**src/hw/rtl/pdc_pkg.sv**
```systemverilog
// ----------------------------------------------------------------------------
// pdc_pkg
// Shared types, register indexes and constants of the PID drive controller.
// ----------------------------------------------------------------------------
package pdc_pkg;

  // Soft-start length in control ticks (1 to 255)
  localparam int unsigned RAMP_TICKS = 20;
  localparam int unsigned RAMP_W     = $clog2(RAMP_TICKS + 1);

  // Shared multiplier geometry
  localparam int unsigned MUL_W  = 24;
  localparam int unsigned PROD_W = 2 * MUL_W;

  // Ramp division by RAMP_TICKS through a reciprocal
  localparam int unsigned RAMP_X_W = 14 + RAMP_W;
  localparam int unsigned RECIP_SH = MUL_W - 1;
  localparam logic [MUL_W-1:0] RECIP = MUL_W'((64'd1 << RECIP_SH) / RAMP_TICKS);

  localparam logic [15:0] RANGE_DEFAULT = 16'd36864;   // 144 inches
  localparam logic [63:0] TERM_CAP      = 64'd1 << 50;

  // Configuration port
  localparam int unsigned CFG_IDX_W  = 3;
  localparam int unsigned CFG_DATA_W = 24;

  localparam logic [CFG_IDX_W-1:0] CFG_PROP_GAIN      = 3'd0;
  localparam logic [CFG_IDX_W-1:0] CFG_INTEGRAL_GAIN  = 3'd1;
  localparam logic [CFG_IDX_W-1:0] CFG_DERIV_GAIN     = 3'd2;
  localparam logic [CFG_IDX_W-1:0] CFG_STOP_TOLERANCE = 3'd3;
  localparam logic [CFG_IDX_W-1:0] CFG_MIN_DRIVE_MV   = 3'd4;
  localparam logic [CFG_IDX_W-1:0] CFG_MAX_DRIVE_MV   = 3'd5;
  localparam logic [CFG_IDX_W-1:0] CFG_INCH_SCALE     = 3'd6;

  // Input opcodes
  localparam logic KIND_START = 1'b0;
  localparam logic KIND_TICK  = 1'b1;

  typedef struct packed {
    logic [23:0] prop_gain;
    logic [23:0] integral_gain;
    logic [23:0] deriv_gain;
    logic [15:0] stop_tolerance;
    logic [13:0] min_drive_mv;
    logic [13:0] max_drive_mv;
    logic [15:0] inch_scale;
  } pdc_cfg_t;

  typedef struct packed {
    logic               kind;
    logic signed [23:0] move_distance;
    logic        [15:0] time_limit_ms;
    logic        [15:0] space_limit;
    logic signed [31:0] left_position;
    logic signed [31:0] right_position;
    logic        [31:0] now_ms;
    logic               object_seen;
    logic        [15:0] object_distance;
  } pdc_in_t;

  typedef struct packed {
    logic [13:0] drive_mv;
    logic        drive_reverse;
    logic        drive_on;
    logic        finished;
    logic [31:0] iterations;
  } pdc_out_t;

endpackage

```
**src/hw/rtl/pdc_cfg.sv**
```systemverilog
// ----------------------------------------------------------------------------
// pdc_cfg
// Tuning register file of the PID drive controller, written through a
// plain enable/index/data port.
// ----------------------------------------------------------------------------
module pdc_cfg (
  input  logic                                clk_i,
  input  logic                                rst_ni,
  input  logic                                we_i,
  input  logic [pdc_pkg::CFG_IDX_W-1:0]       idx_i,
  input  logic [pdc_pkg::CFG_DATA_W-1:0]      data_i,
  output pdc_pkg::pdc_cfg_t                   cfg_o
);

  pdc_pkg::pdc_cfg_t cfg_q;

  always_ff @(posedge clk_i or negedge rst_ni) begin
    if (!rst_ni) begin
      cfg_q.prop_gain      <= 24'd192000;
      cfg_q.integral_gain  <= 24'd96;
      cfg_q.deriv_gain     <= 24'd5760;
      cfg_q.stop_tolerance <= 16'd102;
      cfg_q.min_drive_mv   <= 14'd2500;
      cfg_q.max_drive_mv   <= 14'd11500;
      cfg_q.inch_scale     <= 16'd20861;
    end else if (we_i) begin
      case (idx_i)
        pdc_pkg::CFG_PROP_GAIN:      cfg_q.prop_gain      <= data_i;
        pdc_pkg::CFG_INTEGRAL_GAIN:  cfg_q.integral_gain  <= data_i;
        pdc_pkg::CFG_DERIV_GAIN:     cfg_q.deriv_gain     <= data_i;
        pdc_pkg::CFG_STOP_TOLERANCE: cfg_q.stop_tolerance <= data_i[15:0];
        pdc_pkg::CFG_MIN_DRIVE_MV:   cfg_q.min_drive_mv   <= data_i[13:0];
        pdc_pkg::CFG_MAX_DRIVE_MV:   cfg_q.max_drive_mv   <= data_i[13:0];
        pdc_pkg::CFG_INCH_SCALE:     cfg_q.inch_scale     <= data_i[15:0];
        default: ;  // drop writes to unused indexes
      endcase
    end
  end

  assign cfg_o = cfg_q;

endmodule

```
**src/hw/rtl/pdc_mul.sv**
```systemverilog
// ----------------------------------------------------------------------------
// pdc_mul
// Shared unsigned multiplier with a registered product.
// ----------------------------------------------------------------------------
module pdc_mul (
  input  logic                             clk_i,
  input  logic                             en_i,
  input  logic [pdc_pkg::MUL_W-1:0]        a_i,
  input  logic [pdc_pkg::MUL_W-1:0]        b_i,
  output logic [pdc_pkg::PROD_W-1:0]       prod_o
);

  logic [pdc_pkg::PROD_W-1:0] prod_q;

  // Hold the product until the next issue
  always_ff @(posedge clk_i) begin
    if (en_i) begin
      prod_q <= pdc_pkg::PROD_W'(a_i) * pdc_pkg::PROD_W'(b_i);
    end
  end

  assign prod_o = prod_q;

endmodule

```
**src/hw/rtl/pid_drive_controller.sv**
```systemverilog
// ----------------------------------------------------------------------------
// pid_drive_controller
// PID position controller for a two-sided drive with output clamp and
// soft-start ramp, sequenced around one shared 24x24 multiplier.
// ----------------------------------------------------------------------------
// A start item (kind 0) opens a move: the target is the floored mean of the
// two wheel positions plus move_distance scaled by inch_scale (Q16), and the
// timer, obstacle range and PID history are captured or cleared. Each tick
// item (kind 1) in a move stops it (tolerance reached, timeout or obstacle
// too close; finished pulses) or drives: |error| and its sign set direction,
// P + I - D (each term capped at 2^50) is scaled by 2^-16, clamped to the
// min/max drive registers, and ramped up over the first RAMP_TICKS ticks.
// Every item yields exactly one result. The block takes one item at a time:
// it accepts no new item until the result of the last one has been written.
// The shared multiplier sets the sequence: six partial products for the
// three PID terms, and three more for the ramp's scale and divide. A
// finished result waits in the output register while the next item is
// accepted. Write the tuning registers only while no item is in flight.
// ----------------------------------------------------------------------------
module pid_drive_controller (
  input  logic                            clk_i,
  input  logic                            rst_ni,
  input  logic                            in_valid_i,
  output logic                            in_ready_o,
  input  pdc_pkg::pdc_in_t                in_data_i,
  output logic                            out_valid_o,
  input  logic                            out_ready_i,
  output pdc_pkg::pdc_out_t               out_data_o,
  input  logic                            cfg_we_i,
  input  logic [pdc_pkg::CFG_IDX_W-1:0]   cfg_idx_i,
  input  logic [pdc_pkg::CFG_DATA_W-1:0]  cfg_data_i
);

  typedef enum logic [3:0] {
    ST_IDLE,
    ST_SCALE,        // start: |distance| * inch_scale
    ST_TARGET,       // start: commit the new move
    ST_CHECK,        // tick: tolerance, timeout and range checks
    ST_ERROR,        // tick: signed error and magnitude
    ST_PREP,         // tick: integral and derivative operands
    ST_MUL,          // tick: six partial products, three folds
    ST_CLAMP,        // tick: scale and clamp
    ST_RAMP_MUL,     // ramp: (v - min) * ticks
    ST_RAMP_RECIP,   // ramp: times reciprocal of RAMP_TICKS
    ST_RAMP_BACK,    // ramp: quotient estimate times RAMP_TICKS
    ST_RAMP_FIX,     // ramp: correct the quotient by one
    ST_FINISH,       // tick: commit the driving tick
    ST_WRITE         // move the result into the output register
  } state_e;

  // PID term order in the multiply sequence
  localparam logic [1:0] TERM_P = 2'd0;
  localparam logic [1:0] TERM_I = 2'd1;
  localparam logic [1:0] TERM_D = 2'd2;
  localparam logic [2:0] STEP_LAST_ISSUE = 3'd5;
  localparam logic [2:0] STEP_LAST       = 3'd7;

  localparam int unsigned MW = pdc_pkg::MUL_W;
  localparam int unsigned PW = pdc_pkg::PROD_W;
  localparam int unsigned XW = pdc_pkg::RAMP_X_W;

  pdc_pkg::pdc_cfg_t cfg;

  pdc_cfg u_cfg (
    .clk_i  (clk_i),
    .rst_ni (rst_ni),
    .we_i   (cfg_we_i),
    .idx_i  (cfg_idx_i),
    .data_i (cfg_data_i),
    .cfg_o  (cfg)
  );

  // Control and architectural state
  state_e            state_q;
  logic [2:0]        step_q;
  logic [32:0]       target_q;
  logic [31:0]       start_ms_q;
  logic [15:0]       range_now_q;
  logic [15:0]       range_floor_q;
  logic [15:0]       timeout_q;
  logic [39:0]       accum_q;
  logic [32:0]       last_err_q;
  logic              first_tick_q;
  logic [31:0]       tick_cnt_q;
  logic              moving_q;
  logic              out_valid_q;
  pdc_pkg::pdc_out_t out_q;

  // Working registers of one item
  pdc_pkg::pdc_in_t  in_q;
  pdc_pkg::pdc_out_t res_q;
  logic [31:0]       mean_q;
  logic [32:0]       mag_q;
  logic              rev_q;
  logic [32:0]       dmag_q;
  logic              dneg_q;
  logic [63:0]       acc_q;
  logic [52:0]       sum_q;
  logic [13:0]       v_q;
  logic [XW-1:0]     x_q;
  logic [13:0]       q_q;

  // Shared multiplier
  logic          mul_en;
  logic [MW-1:0] mul_a;
  logic [MW-1:0] mul_b;
  logic [PW-1:0] prod;

  pdc_mul u_mul (
    .clk_i  (clk_i),
    .en_i   (mul_en),
    .a_i    (mul_a),
    .b_i    (mul_b),
    .prod_o (prod)
  );

  // Datapath helpers
  logic [32:0]        pos_sum;
  logic [31:0]        mean_now;
  logic [23:0]        dist_mag;
  logic [40:0]        scaled_full;
  logic [32:0]        target_new;
  logic [33:0]        err;
  logic [32:0]        err_mag;
  logic [40:0]        accum_sum;
  logic [39:0]        accum_new;
  logic [33:0]        deriv;
  logic [32:0]        deriv_mag;
  logic [31:0]        elapsed;
  logic               tol_ok;
  logic               time_ok;
  logic               range_ok;
  logic [1:0]         mul_term;
  logic [2:0]         prev_step;
  logic [1:0]         fold_term;
  logic [50:0]        term_sat;
  logic signed [36:0] v_scaled;
  logic signed [36:0] lo_ext;
  logic signed [36:0] hi_ext;
  logic [13:0]        v_clamp;
  logic               ramp_on;
  logic [XW-1:0]      ramp_rem;
  logic [13:0]        q_fixed;
  logic [31:0]        tick_next;
  logic               out_free;

  always_comb begin
    pos_sum  = {in_q.left_position[31], in_q.left_position}
             + {in_q.right_position[31], in_q.right_position};
    mean_now = pos_sum[32:1];

    dist_mag    = in_q.move_distance[23] ? (~in_q.move_distance + 24'd1)
                                         : in_q.move_distance;
    scaled_full = in_q.move_distance[23] ? (~{1'b0, prod[39:0]} + 41'd1)
                                         : {1'b0, prod[39:0]};
    target_new  = {{8{scaled_full[40]}}, scaled_full[40:16]} + {mean_q[31], mean_q};

    err     = {target_q[32], target_q} - {{2{mean_q[31]}}, mean_q};
    err_mag = err[33] ? 33'(~err + 34'd1) : err[32:0];

    accum_sum = {1'b0, accum_q} + {8'd0, mag_q};
    accum_new = accum_sum[40] ? '1 : accum_sum[39:0];
    deriv     = {1'b0, mag_q} - {1'b0, last_err_q};
    deriv_mag = deriv[33] ? 33'(~deriv + 34'd1) : deriv[32:0];

    elapsed  = in_q.now_ms - start_ms_q;
    tol_ok   = first_tick_q || (last_err_q > {17'd0, cfg.stop_tolerance});
    time_ok  = elapsed < {16'd0, timeout_q};
    range_ok = range_now_q >= range_floor_q;

    prev_step = step_q - 3'd1;
    fold_term = step_q[2:1] - 2'd1;
    term_sat  = (acc_q > pdc_pkg::TERM_CAP) ? pdc_pkg::TERM_CAP[50:0] : acc_q[50:0];

    v_scaled = signed'(sum_q[52:16]);
    lo_ext   = signed'({23'd0, cfg.min_drive_mv});
    hi_ext   = signed'({23'd0, cfg.max_drive_mv});
    if (v_scaled < lo_ext) begin
      v_clamp = cfg.min_drive_mv;
    end else if (v_scaled > hi_ext) begin
      v_clamp = cfg.max_drive_mv;
    end else begin
      v_clamp = v_scaled[13:0];
    end
    ramp_on = (tick_cnt_q < 32'(pdc_pkg::RAMP_TICKS)) && (v_clamp > cfg.min_drive_mv);

    ramp_rem = x_q - prod[XW-1:0];
    q_fixed  = (ramp_rem >= XW'(pdc_pkg::RAMP_TICKS)) ? (q_q + 14'd1) : q_q;

    tick_next = (tick_cnt_q == '1) ? tick_cnt_q : (tick_cnt_q + 32'd1);
    out_free  = !out_valid_q || out_ready_i;
  end

  // Operand select for the shared multiplier
  always_comb begin
    mul_en   = 1'b0;
    mul_a    = '0;
    mul_b    = '0;
    mul_term = step_q[2:1];
    case (state_q)
      ST_SCALE: begin
        mul_en = 1'b1;
        mul_a  = dist_mag;
        mul_b  = MW'(cfg.inch_scale);
      end
      ST_MUL: begin
        mul_en = (step_q <= STEP_LAST_ISSUE);
        case (mul_term)
          TERM_P: begin
            mul_a = cfg.prop_gain;
            mul_b = step_q[0] ? MW'(mag_q[32:24]) : mag_q[23:0];
          end
          TERM_I: begin
            mul_a = cfg.integral_gain;
            mul_b = step_q[0] ? MW'(accum_q[39:24]) : accum_q[23:0];
          end
          default: begin
            mul_a = cfg.deriv_gain;
            mul_b = step_q[0] ? MW'(dmag_q[32:24]) : dmag_q[23:0];
          end
        endcase
      end
      ST_RAMP_MUL: begin
        mul_en = 1'b1;
        mul_a  = MW'(v_q - cfg.min_drive_mv);
        mul_b  = MW'(tick_cnt_q[pdc_pkg::RAMP_W-1:0]);
      end
      ST_RAMP_RECIP: begin
        mul_en = 1'b1;
        mul_a  = MW'(prod[XW-1:0]);
        mul_b  = pdc_pkg::RECIP;
      end
      ST_RAMP_BACK: begin
        mul_en = 1'b1;
        mul_a  = MW'(prod[pdc_pkg::RECIP_SH +: 14]);
        mul_b  = MW'(pdc_pkg::RAMP_TICKS);
      end
      default: ;
    endcase
  end

  always_ff @(posedge clk_i or negedge rst_ni) begin
    if (!rst_ni) begin
      state_q       <= ST_IDLE;
      step_q        <= '0;
      target_q      <= '0;
      start_ms_q    <= '0;
      range_now_q   <= pdc_pkg::RANGE_DEFAULT;
      range_floor_q <= '0;
      timeout_q     <= '0;
      accum_q       <= '0;
      last_err_q    <= '0;
      first_tick_q  <= 1'b1;
      tick_cnt_q    <= '0;
      moving_q      <= 1'b0;
      out_valid_q   <= 1'b0;
      out_q         <= '0;
      in_q          <= '0;
      res_q         <= '0;
      mean_q        <= '0;
      mag_q         <= '0;
      rev_q         <= 1'b0;
      dmag_q        <= '0;
      dneg_q        <= 1'b0;
      acc_q         <= '0;
      sum_q         <= '0;
      v_q           <= '0;
      x_q           <= '0;
      q_q           <= '0;
    end else begin
      // drop a taken result; the write step loads the next one itself
      if (out_valid_q && out_ready_i && state_q != ST_WRITE) begin
        out_valid_q <= 1'b0;
      end
      case (state_q)
        ST_IDLE: begin
          if (in_valid_i) begin
            in_q <= in_data_i;
            if (in_data_i.kind == pdc_pkg::KIND_START) begin
              res_q   <= '0;
              state_q <= ST_SCALE;
            end else if (moving_q) begin
              res_q   <= '0;
              state_q <= ST_CHECK;
            end else begin
              // idle tick: report the count and change nothing
              res_q   <= {14'd0, 1'b0, 1'b0, 1'b0, tick_cnt_q};
              state_q <= ST_WRITE;
            end
          end
        end
        ST_SCALE: begin
          mean_q  <= mean_now;
          state_q <= ST_TARGET;
        end
        ST_TARGET: begin
          target_q      <= target_new;
          start_ms_q    <= in_q.now_ms;
          timeout_q     <= in_q.time_limit_ms;
          range_floor_q <= in_q.space_limit;
          range_now_q   <= in_q.object_seen ? in_q.object_distance : pdc_pkg::RANGE_DEFAULT;
          accum_q       <= '0;
          last_err_q    <= '0;
          tick_cnt_q    <= '0;
          first_tick_q  <= 1'b1;
          moving_q      <= 1'b1;
          state_q       <= ST_WRITE;
        end
        ST_CHECK: begin
          mean_q <= mean_now;
          if (tol_ok && time_ok && range_ok) begin
            state_q <= ST_ERROR;
          end else begin
            // end the move: stop the drive and report the count
            moving_q         <= 1'b0;
            res_q.finished   <= 1'b1;
            res_q.iterations <= tick_cnt_q;
            state_q          <= ST_WRITE;
          end
        end
        ST_ERROR: begin
          mag_q   <= err_mag;
          rev_q   <= err[33];
          state_q <= ST_PREP;
        end
        ST_PREP: begin
          accum_q <= accum_new;
          dmag_q  <= deriv_mag;
          dneg_q  <= deriv[33];
          sum_q   <= '0;
          step_q  <= '0;
          state_q <= ST_MUL;
        end
        ST_MUL: begin
          // gather the product issued one step earlier
          if (step_q != 3'd0 && step_q != STEP_LAST) begin
            if (!prev_step[0]) begin
              acc_q <= 64'(prod);
            end else begin
              acc_q <= acc_q + {prod[39:0], 24'd0};
            end
          end
          // fold a finished term into the sum
          if (step_q[0] && step_q != 3'd1) begin
            if (fold_term == TERM_D && !dneg_q) begin
              sum_q <= sum_q - {2'd0, term_sat};
            end else if (fold_term == TERM_D) begin
              sum_q <= sum_q + {2'd0, term_sat};
            end else begin
              sum_q <= sum_q + {2'd0, term_sat};
            end
          end
          step_q <= step_q + 3'd1;
          if (step_q == STEP_LAST) begin
            state_q <= ST_CLAMP;
          end
        end
        ST_CLAMP: begin
          v_q     <= v_clamp;
          state_q <= ramp_on ? ST_RAMP_MUL : ST_FINISH;
        end
        ST_RAMP_MUL: begin
          state_q <= ST_RAMP_RECIP;
        end
        ST_RAMP_RECIP: begin
          x_q     <= prod[XW-1:0];
          state_q <= ST_RAMP_BACK;
        end
        ST_RAMP_BACK: begin
          q_q     <= prod[pdc_pkg::RECIP_SH +: 14];
          state_q <= ST_RAMP_FIX;
        end
        ST_RAMP_FIX: begin
          v_q     <= cfg.min_drive_mv + q_fixed;
          state_q <= ST_FINISH;
        end
        ST_FINISH: begin
          res_q.drive_mv      <= v_q;
          res_q.drive_reverse <= rev_q;
          res_q.drive_on      <= 1'b1;
          res_q.finished      <= 1'b0;
          res_q.iterations    <= tick_next;
          last_err_q          <= mag_q;
          first_tick_q        <= 1'b0;
          tick_cnt_q          <= tick_next;
          if (in_q.object_seen) begin
            range_now_q <= in_q.object_distance;
          end
          state_q <= ST_WRITE;
        end
        ST_WRITE: begin
          // hold until the output register is free
          if (out_free) begin
            out_q       <= res_q;
            out_valid_q <= 1'b1;
            state_q     <= ST_IDLE;
          end
        end
        default: state_q <= ST_IDLE;
      endcase
    end
  end

  assign in_ready_o  = (state_q == ST_IDLE);
  assign out_valid_o = out_valid_q;
  assign out_data_o  = out_q;

  // An accepted item blocks the input until its result is written
  assert property (@(posedge clk_i) disable iff (!rst_ni)
    (in_valid_i && in_ready_o) |=> !in_ready_o)
    else $error("input still ready after an item was accepted");

  // A new result only comes from the write step
  assert property (@(posedge clk_i) disable iff (!rst_ni)
    $rose(out_valid_o) |-> $past(state_q == ST_WRITE))
    else $error("result appeared outside the write step");

  // A stopped drive carries no voltage and no direction
  assert property (@(posedge clk_i) disable iff (!rst_ni)
    (out_valid_o && !out_data_o.drive_on) |->
      (out_data_o.drive_mv == 14'd0 && !out_data_o.drive_reverse))
    else $error("stopped drive with nonzero voltage or reverse");

  // A driving tick has counted itself and does not end the move
  assert property (@(posedge clk_i) disable iff (!rst_ni)
    (out_valid_o && out_data_o.drive_on) |->
      (out_data_o.iterations != 32'd0 && !out_data_o.finished))
    else $error("driving result with zero count or finished set");

endmodule
```
**config.mk**
```make
export PLATFORM = sky130hd
export DESIGN_NAME = pid_drive_controller
export DESIGN_NICKNAME = d
export VERILOG_FILES = /design/src/hw/rtl/pdc_pkg.sv /design/src/hw/rtl/pdc_cfg.sv /design/src/hw/rtl/pdc_mul.sv /design/src/hw/rtl/pid_drive_controller.sv
export SDC_FILE = /design/constraint.sdc
export NUM_CORES = 2
export LEC_CHECK = 0
export ABC_AREA = 1
export BUFFER_PORTS_ARGS = -buffer_cell sky130_fd_sc_hd__buf_2
export CORE_MARGIN = 10
export CORE_UTILIZATION = 40
export CTS_CLUSTER_DIAMETER = 30
export DETAILED_ROUTE_END_ITERATION = 10
export HOLD_SLACK_MARGIN = 0.1
export PLACE_DENSITY = 0.54
export SETUP_SLACK_MARGIN = 0.05
export SLEW_MARGIN = 20
export SYNTH_ARGS = -nofsm -noshare
export SYNTH_HDL_FRONTEND = slang
export SYNTH_SLANG_ARGS = --single-unit
export TNS_END_PERCENT = 10
```
**constraint.sdc**
```tcl
create_clock -name clk_i -period 11.15 [get_ports clk_i]
set_input_delay 0 -clock clk_i [delete_from_list [all_inputs] [get_ports clk_i]]
set_output_delay 0 -clock clk_i [all_outputs]
set_load 0.01 [all_outputs]
```
==> flow_summary.ini <==
[synthesis]
synth_compound_area_frac = 0.1345
yosysSeqAreaShare = 0.2825
yosys-top-cells-area = dfrtp_1 (25%), nand2_1 (14%), fa_1 (12%)
synthCells = 11540
synth-adder-area-share = 0.2063
netlist_area_um2 = 84210
synth-edff-count = 48
ys_types = 80
async_reset_ff_frac = 0.9489
synthMuxAreaShare = 0.004413
synth-seq-cells = 939
yosysTopAreaCellShare = 0.2523
synth_top_family_by_area = simple AND/OR/NAND/NOR gates
syn_avg_cell_area_um2 = 7.297
synth_simple_gate_area_frac = 0.2372
syn_nets = 12830
synth_xor_area_frac = 0.03734
synth_top_flop_cell = dfrtp_1
yosys_warnings = 0
synth.largest_area_cell = dfrtp_1

[cells_and_area]
drive_gt1_frac = 0.08656
multiInputGateArea_um2 = 52370
stdcell_count = 15360
layout_common_cells = nand2_1 (3159), inv_1 (1798), o21ai_0 (998)
nets = 13650
area_growth_pct = 22.57
fillers = 20760
regArea_um2 = 23790
final_common_cell = nand2_1

[job]
maxCapViolCount = 0

[clock_network]
clockBufferDepth = 4
cts.sinks = 939
cts_setup_buffers = 0
clock_latency_ps = 910
postCtsHoldBufs = 468
ctsResizeCount = 0
htree_levels = 5
cts_tree = yes
numCtsBuffers = 286
root_buffer = clkbuf_16
clkSlewWorstSetupHoldPaths_ps = 40

[floorplanning]
coreArea_um2 = 209600
die_area_um2 = 229300
ioPinCount = 253
chipHeight_um = 478.8
die_w_um = 478.8
start_util = 0.4018
rows = 168

[detailed_routing]
drtIter0Drc = 6727
vias = 81780
ant_nets = 0
wire_per_inst_um = 21.74
drt_wl_total_mm = 334.0
first_pass_iters = 6
drc_errors = 0
avgViaCountPerCell = 5.323

[place]
port_buffers = 252
dp_hpwl_mm = 258.6
preCtsSetupSlack_ps = 957.9
placedCellCount = 14400
gp_congestion = 0.9942

[global_routing]
met3_usage = 0.05310
antenna_found_initial = 10
busiest_layer = met2
gr-usage-all-layers = 0.2843
grt_pass1_wl_mm = 506.9
use_met1 = 0.3828
grt_max_degree = 162
gr-total-overflow = 0
grt_pass1_vias = 82900
grt.met2_usage = 0.4544

[worst_setup_path]
slowest_delay_ps = 820
critical_path.startpoint = u_cfg.cfg_o[36]$_DFFE_PN1P_
cp.required_ps = 11780
cp_max_fo = 20
critPathLaunchType = flop
cp_slowest_cell = nor2_1
rr_startpoint = u_cfg.cfg_o[36]$_DFFE_PN1P_
crit_top_cell = fa_1
end_kind = flop
path_class = flop to flop
critPathArrivalTime_ps = 11010

[timing]
finalHoldViolations = 0
worst_pin_slew_ps = 1172
fin_crit_sh = 0.9311
fin_skew_ps = 67.64
fin_ws_ps = 768.0
setup-tns-final_ps = 0
setup_viol = 0
period_needed_ps = 10380
rsz0062_at_grt = false
fmax_ghz = 0.09632
slew_viol_final = 0
relSlewSlack = 0.2184

[worst_hold_path]
worstHoldPathType = primary input to flop
hold_start = in_data_i[148]

[run_status]
outcome = finished clean
path summary, 6_finish.rpt:
kind | endpoint | slack [ps] | cells past startpoint
min in group asynchronous | out_data_o[24]$_DFFE_PN0P_ | 400 | 4
hold reg to reg | res_q[14]$_DFFE_PN0P_ | 470 | 2
setup / recovery | u_mul.prod_o[34]$_DFFE_PP_ | 770 | 32
setup reg to reg | u_mul.prod_o[34]$_DFFE_PP_ | 770 | 32
max in group asynchronous | in_q[94]$_DFFE_PN0P_ | 8240 | 6
hold / removal | in_q[148]$_DFFE_PN0P_ | 170 | 4
cell usage after synthesis, types with 119 or more instances:
master and instances:
a21oi_1 615, dfrtp_1 849, xor2_1 242, nand3_1 418, nor2_1 939, nand4_1 119
o21ai_0 999, clkbuf_1 254, inv_1 1802, nand2_1 3161, fa_1 492, ha_1 601
sequential cells by signal, indices dropped and copies added, names as in the netlist, 14 cells and up:
register	cells
timeout_q	16
last_err_q	33
sum_q	53
mag_q	33
mean_q	32
acc_q	64
range_floor_q	16
x_q	19
dmag_q	33
accum_q	40
v_q	14
out_data_o	49
res_q	49
target_q	33
tick_cnt_q	32
u_cfg.cfg_o	132
q_q	14
start_ms_q	32
range_now_q	16
in_q	169
u_mul.prod_o	48
final cells by class:
type,instances,share of cell area
clock inverter,129,0.01593
inverter,1829,0.06657
multi-input combinational,8444,0.5074
clock buffer,364,0.07766
tap,2805,0.03400
antenna,1,0.00002425
sequential,939,0.2305
timing repair buffer,853,0.06791
through the flow:
step	cell area, um^2	utilization	hold WS (ps)
2_1_floorplan	84210	-	-295.6
3_3_place_gp	88850	0.4239	93.74
3_5_place_dp	88850	0.4239	84.42
4_1_cts	103200	0.4925	100.0
5_1_grt	103200	0.4925	116.8
6_report	103200	0.4925	168.0
layer usage:
metal	vias to the layer above	share of wire	routed length [um]
met4	8	0.041	13590
met2	2786	0.45	149900
met3	630	0.068	22740
li1	38600	-	-
met5	-	0.00020	66
met1	39750	0.44	147700
cells by family after synthesis:
group                      after synthesis
and+or+nand+nor                       4905
AOI/OAI and AO/OA                     2060
xor gates and xnor gates               353
buffers and inverters                 2156
DFF                                    939
adders and majority gates             1093
muxes                                   33
critical path, delay by kind of cell (launching register included):
kind	cells	cell delay [ps]
flip-flops	1	550
adder cells (fa/ha/maj)	9	4250
AND/OR/NAND/NOR	5	1420
buffers and inverters	7	1290
AO/OA/AOI/OAI	10	2430
XOR/XNOR	1	170
Power is left out: the tool's default activity adds up to more than one toggle a clock period on the data nets, which glitch-free logic cannot reach.
